[src/design/kems_pkg.sv]
// Package for the keyed entry merge sorter.
// Holds sizing constants, controller state type and the control/status structs.
// No dependencies.
package kems_pkg;

    localparam int MAX_ENTRIES = 16;
    localparam int KEY_W       = 32;
    localparam int TAG_W       = 4;
    localparam int IDX_W       = $clog2(MAX_ENTRIES);
    localparam int CNT_W       = $clog2(MAX_ENTRIES + 1);

    typedef enum logic [0:0] {
        S_LOAD = 1'b0,
        S_EMIT = 1'b1
    } t_state;

    // controller -> datapath
    typedef struct packed {
        logic load;   // request accepted on the input side
        logic adv;    // result taken, step to next sorted entry
        logic clear;  // set finished, empty the store
    } t_dp_cmd;

    // datapath -> controller
    typedef struct packed {
        logic last;   // read pointer is on the final stored entry
    } t_dp_stat;

endpackage

[src/design/keyed_entry_merge_sorter_top.sv]
// Keyed entry merge sorter, top level.
//
// Input channel (i_in_valid / o_in_ready) takes one entry per cycle while
// loading: a 32-bit unsigned key and a 4-bit tag. The request with i_is_final
// high closes the set. Up to MAX_ENTRIES entries are kept; later ones are
// dropped and the drop is reported on o_overflowed with the final result.
// Each entry is inserted into a sorted cell row as it arrives. Equal keys
// keep their arrival order.
// From the cycle after the final request the results appear on
// o_out_valid / i_out_ready, one per cycle while the receiver is ready,
// ascending by key, with o_out_last on the last one. Input is not taken
// while results are being emitted.
// A stalled receiver simply holds the current result; nothing is lost.
// Reset (i_rst_n, synchronous, active low) empties the set and returns the
// block to loading.
// Depends on kems_pkg, kems_ctrl and kems_datapath.
module keyed_entry_merge_sorter_top import kems_pkg::*; (
    input  logic             i_clk,
    input  logic             i_rst_n,
    input  logic             i_in_valid,
    output logic             o_in_ready,
    input  logic [KEY_W-1:0] i_sort_key,
    input  logic [TAG_W-1:0] i_entry_tag,
    input  logic             i_is_final,
    output logic             o_out_valid,
    input  logic             i_out_ready,
    output logic [KEY_W-1:0] o_out_key,
    output logic [TAG_W-1:0] o_out_tag,
    output logic             o_out_last,
    output logic             o_overflowed
);

    t_dp_cmd  cmd;
    t_dp_stat stat;
    logic     ovf;

    kems_ctrl u_ctrl (
        .i_clk       (i_clk),
        .i_rst_n     (i_rst_n),
        .i_in_valid  (i_in_valid),
        .i_is_final  (i_is_final),
        .i_out_ready (i_out_ready),
        .i_stat      (stat),
        .o_in_ready  (o_in_ready),
        .o_out_valid (o_out_valid),
        .o_cmd       (cmd)
    );

    kems_datapath u_dp (
        .i_clk       (i_clk),
        .i_rst_n     (i_rst_n),
        .i_cmd       (cmd),
        .i_sort_key  (i_sort_key),
        .i_entry_tag (i_entry_tag),
        .o_stat      (stat),
        .o_out_key   (o_out_key),
        .o_out_tag   (o_out_tag),
        .o_overflow  (ovf)
    );

    assign o_out_last   = stat.last;
    assign o_overflowed = stat.last && ovf;

    a_no_overlap: assert property (@(posedge i_clk) disable iff (!i_rst_n)
        !(o_in_ready && o_out_valid))
        else $error("load and emit active together");

    a_final_emits: assert property (@(posedge i_clk) disable iff (!i_rst_n)
        (i_in_valid && o_in_ready && i_is_final) |=> (o_out_valid && !o_in_ready))
        else $error("no results after final request");

    a_last_returns: assert property (@(posedge i_clk) disable iff (!i_rst_n)
        (o_out_valid && i_out_ready && o_out_last) |=> (o_in_ready && !o_out_valid))
        else $error("block did not return to loading after last result");

    a_ovf_on_last: assert property (@(posedge i_clk) disable iff (!i_rst_n)
        o_overflowed |-> (o_out_valid && o_out_last))
        else $error("overflow flagged away from last result");

endmodule

[src/design/kems_ctrl.sv]
// Controller state machine for the keyed entry merge sorter.
// Sequences loading and emitting; depends on kems_pkg.
module kems_ctrl import kems_pkg::*; (
    input  logic     i_clk,
    input  logic     i_rst_n,
    input  logic     i_in_valid,
    input  logic     i_is_final,
    input  logic     i_out_ready,
    input  t_dp_stat i_stat,
    output logic     o_in_ready,
    output logic     o_out_valid,
    output t_dp_cmd  o_cmd
);

    t_state r_state;
    t_state n_state;

    always_ff @(posedge i_clk) begin
        if (!i_rst_n) begin
            r_state <= S_LOAD;
        end else begin
            r_state <= n_state;
        end
    end

    always_comb begin
        n_state     = r_state;
        o_in_ready  = 1'b0;
        o_out_valid = 1'b0;
        o_cmd       = '0;
        case (r_state)
            S_LOAD: begin
                o_in_ready = 1'b1;
                o_cmd.load = i_in_valid;
                if (i_in_valid && i_is_final) begin
                    n_state = S_EMIT;
                end
            end
            S_EMIT: begin
                o_out_valid = 1'b1;
                o_cmd.adv   = i_out_ready;
                if (i_out_ready && i_stat.last) begin
                    o_cmd.clear = 1'b1;
                    n_state     = S_LOAD;
                end
            end
            default: begin
                n_state = S_LOAD;
            end
        endcase
    end

endmodule

[src/design/kems_datapath.sv]
// Datapath for the keyed entry merge sorter: a row of sorted entry cells
// filled by insertion, plus fill count, overflow flag and read pointer.
// Depends on kems_pkg.
module kems_datapath import kems_pkg::*; (
    input  logic             i_clk,
    input  logic             i_rst_n,
    input  t_dp_cmd          i_cmd,
    input  logic [KEY_W-1:0] i_sort_key,
    input  logic [TAG_W-1:0] i_entry_tag,
    output t_dp_stat         o_stat,
    output logic [KEY_W-1:0] o_out_key,
    output logic [TAG_W-1:0] o_out_tag,
    output logic             o_overflow
);

    logic [KEY_W-1:0] r_key [MAX_ENTRIES];
    logic [TAG_W-1:0] r_tag [MAX_ENTRIES];
    logic [KEY_W-1:0] n_key [MAX_ENTRIES];
    logic [TAG_W-1:0] n_tag [MAX_ENTRIES];
    logic [CNT_W-1:0] r_count;
    logic [IDX_W-1:0] r_rd_idx;
    logic             r_ovf;
    logic [MAX_ENTRIES-1:0] gt;
    logic             full;

    assign full = (r_count == CNT_W'(MAX_ENTRIES));

    // Cells are kept in ascending order. Empty cells count as greater than any
    // key; a new entry lands after every cell with key <= new key (stable).
    always_comb begin
        for (int i = 0; i < MAX_ENTRIES; i++) begin
            gt[i] = (CNT_W'(i) >= r_count) || (r_key[i] > i_sort_key);
        end
        for (int i = 0; i < MAX_ENTRIES; i++) begin
            n_key[i] = r_key[i];
            n_tag[i] = r_tag[i];
            if (gt[i]) begin
                if (i == 0) begin
                    n_key[i] = i_sort_key;
                    n_tag[i] = i_entry_tag;
                end else if (!gt[i-1]) begin
                    n_key[i] = i_sort_key;
                    n_tag[i] = i_entry_tag;
                end else begin
                    n_key[i] = r_key[i-1];
                    n_tag[i] = r_tag[i-1];
                end
            end
        end
    end

    always_ff @(posedge i_clk) begin
        if (i_cmd.load && !full) begin
            for (int i = 0; i < MAX_ENTRIES; i++) begin
                r_key[i] <= n_key[i];
                r_tag[i] <= n_tag[i];
            end
        end
    end

    always_ff @(posedge i_clk) begin
        if (!i_rst_n) begin
            r_count  <= '0;
            r_ovf    <= 1'b0;
            r_rd_idx <= '0;
        end else if (i_cmd.clear) begin
            r_count  <= '0;
            r_ovf    <= 1'b0;
            r_rd_idx <= '0;
        end else begin
            if (i_cmd.load) begin
                if (full) begin
                    r_ovf <= 1'b1;
                end else begin
                    r_count <= r_count + 1'b1;
                end
            end
            if (i_cmd.adv) begin
                r_rd_idx <= r_rd_idx + 1'b1;
            end
        end
    end

    assign o_stat.last = ({1'b0, r_rd_idx} == (r_count - 1'b1));
    assign o_out_key   = r_key[r_rd_idx];
    assign o_out_tag   = r_tag[r_rd_idx];
    assign o_overflow  = r_ovf;

endmodule

[config.mk]
export PLATFORM = sky130hd
export DESIGN_NAME = keyed_entry_merge_sorter_top
export DESIGN_NICKNAME = d
export VERILOG_FILES = /design/src/design/kems_pkg.sv /design/src/design/keyed_entry_merge_sorter_top.sv /design/src/design/kems_ctrl.sv /design/src/design/kems_datapath.sv
export SDC_FILE = /design/constraint.sdc
export NUM_CORES = 2
export LEC_CHECK = 0
export BUFFER_PORTS_ARGS = -buffer_cell sky130_fd_sc_hd__buf_2
export CORE_MARGIN = 2
export CORE_UTILIZATION = 45
export DETAILED_ROUTE_END_ITERATION = 8
export PLACE_DENSITY = 0.64
export SLEW_MARGIN = 0
export SYNTH_ARGS = -nofsm -noshare
export SYNTH_HDL_FRONTEND = slang
export SYNTH_SLANG_ARGS = --single-unit
[constraint.sdc]
create_clock -name i_clk -period 7.2 [get_ports i_clk]
set_input_delay 1.44 -clock i_clk [delete_from_list [all_inputs] [get_ports i_clk]]
set_output_delay 1.44 -clock i_clk [all_outputs]
set_load 0.1 [all_outputs]
==> out/qor.csv <==
metric,value,unit
outcome,"complete, but fails checks",
layout cells sized above 1,0.3144,
Sw Pwr,3.040,mW
GP Congestion,0.9838,
CTS hold repair buffers,0,
Post-CTS Setup Bufs,0,
Max-Cap Viols,1,
Min Hold Slack,0.4740,ns
Synth area leader,edfxtp_1,
Die Y,306.1,um
CTS Buf Count,71,
Fin Setup TNS,0,ns
Inst Count DP,4218,
syn avg cell area,13.56,um2
mapped cell area,0.04107,mm2
grt ovf,0,
Total GRT Usage,0.3109,
endpoints failing hold,0,
Max VDD drop,0.0001567,V
Int Pwr,6.794,mW
power share of the sequential group,0.444,
leakage,16.95,nW
period utilisation layout,0.8153,
Worst setup SP type,input port,
RSZ-0062 raised after global routing,false,
CP endpoint kind,register,
number of synthesized flops with an enable pin,576,
via count,29790,
post-cts resize count,0,
Main synth FF type,edfxtp_1,
slew margin rel.,-0.06808,
first-pass GRT wire length,211.5,mm
"Net Count, Synth",3587,
initial antenna violation count,3,
Detailed Routing Iterations Pass 1,6,
Placed Area,0.04318,mm2
multi-input logic area,0.02267,mm2
Synth top area share,0.4211,
clk buf depth,3,
Detailed Place HPWL,105.8,mm
die area,0.09371,mm2
pin count of the biggest net entering global routing,75,
cell row count,110,
Vias/cell,6.858,
wire length per cell,33.83,um
input/output buffers,80,
Layout Nets,3674,
yosys warns,0,
Worst EP arrival,6.18,ns
Sw Share,0.3091,
number of synthesized register bits,591,
Root Driver,clkbuf_16,
sequential cell area fraction in the yosys report,0.4284,
crit-path max FO,37,
combinational share of power,0.204,
H-Tree Depth,3,
Post-Layout Inst Area,0.04531,mm2
DRC viols,0,
failing checks,"max-capacitance violations, max-slew violations",
required time of the critical path,7.51,ns
Routed Antenna Nets,0,
Max Clock Skew,0.02683,ns
Iter 0 DRT Violations,3209,
Top Ports,81,
final WL,147.0,mm
Cells after Synth,3028,
synth cell count leaders,"edfxtp_1, ha_1, mux2_2, a21oi_1, mux4_2",
async set-or-reset flop fraction in the synthesized netlist,0,
pwr dens,217.0,mW/mm2
clk_lat worst skew,0.66,ns
ranking of synthesized cells by area,"edfxtp_1, ha_1, mux2_2, mux4_2, a21oi_1",
DIE WIDTH,306.1,um
ANT cells,0,
Max Slew Vio Count,4,
FILL cells,7675,
TritonCTS Sinks,591,
clock share of power,0.352,
CTS tree,built,
Final Non-Filler Cells,4344,
clock transition at the registers of the reported paths,0.05,ns
FF/Latch Area,0.01761,mm2
R2R Setup Slk,2.35,ns
Syn-to-layout area delta,10.32,%
actual slew at the worst max-slew pin,1.587,ns
most frequent cell after synthesis,edfxtp_1,
vias in the first global route,30119,
critical path class,in2reg,
Max Clk Rate,0.1703,GHz
Yosys cell types,76,
placeable core area,0.09029,mm2
# setup viols final,0,
Starting Density,0.4549,
Hold WC Path Type,reg2reg,
crit path time final,5.870,ns
[placed cells by master, fill, tap and decap left out, types with 37 or more instances in the layout]
| cell | instances |
|---|---|
| edfxtp_1 | 576 |
| ha_1 | 518 |
| mux2_2 | 444 |
| a21oi_1 | 214 |
| mux4_2 | 180 |
| nand2_1 | 159 |
| nand4_1 | 105 |
| buf_2 | 81 |
| buf_4 | 81 |
| clkbuf_16 | 72 |
| o21ai_0 | 70 |
| inv_1 | 62 |
| mux2_4 | 58 |
| nor2_1 | 53 |
| a21o_1 | 48 |
| nand3_1 | 48 |
| o2111ai_1 | 37 |
[final timing paths]
| check | startpoint | endpoint | cells past startpoint |
|---|---|---|---|
| worst min-delay path | u_dp.o_overflow | u_dp.o_overflow | 2 |
| worst min register to register | u_dp.o_overflow | u_dp.o_overflow | 2 |
| worst max-delay path | i_sort_key[13] | u_dp.r_key[6][15] | 10 |
| worst max register to register | u_dp.r_count[0] | u_dp.r_key[12][6] | 9 |
[power groups by stage]
| stage | clock network (mW) | registers, mW | logic, mW |
|---|---|---|---|
| floorplan | 0 | 4.31 | 1.32 |
| global placement | 0 | 4.42 | 1.92 |
| finish | 3.46 | 4.37 | 2.01 |
| detailed placement | 0 | 4.42 | 1.97 |
| CTS | 3.49 | 4.36 | 1.98 |
| global route | 3.61 | 4.39 | 2.14 |
[cell type report]
class                           count  area share
Tap cell                         1176     0.03247
Clock buffer                       94     0.04158
Timing Repair Buffer              171     0.02634
Sequential cell                   591      0.3886
Clock inverter                     32    0.005495
Multi-Input combinational cell   2218      0.5004
Inverter                           62    0.005136
[flip-flops by register name, summed over array words and instances (netlist names), named ones only]
name,count
u_ctrl.r_state,1
u_dp.o_overflow,1
u_dp.r_count,5
u_dp.r_key,512
u_dp.r_rd_idx,4
u_dp.r_tag,64
[critical path: stages]
cell and delay, ns:
buf_2 0.29, inv_1 0.47, ha_1 0.48, nand4_1 0.27
nor4_1 1.37, a211o_1 0.49, a41oi_4 0.15, buf_4 0.39
nor2_4 0.36, buf_4 0.37
[metrics by stage]
step / util / setup WS [ns] / power [mW]
after floorplan: - / 0.05264 / 5.634
after global placement: 0.4780 / 0.6969 / 6.335
after detailed placement: 0.4782 / 0.9323 / 6.398
after CTS: 0.5018 / 1.588 / 9.833
after global routing: 0.5019 / 1.396 / 10.14
final: 0.5019 / 1.330 / 9.835
[per-layer routing]
layer  GRT usage  part of all wire
met1      0.3981              0.39
met2      0.4998              0.46
met3     0.06297             0.088
met4      0.1617             0.060
met5           0           0.00026
[cells by family after synthesis]
family                     after synthesis  share of synthesized area
muxes                                  685                     0.2424
DFF                                    591                     0.4284
AOI/OAI and AO/OA                      527                    0.08520
adders and majority gates              518                     0.1578
and+or+nand+nor                        476                    0.05824
buffers and inverters                  219                    0.02537
xor gates and xnor gates                12                   0.002559
(Power assumes the default switching activity.)
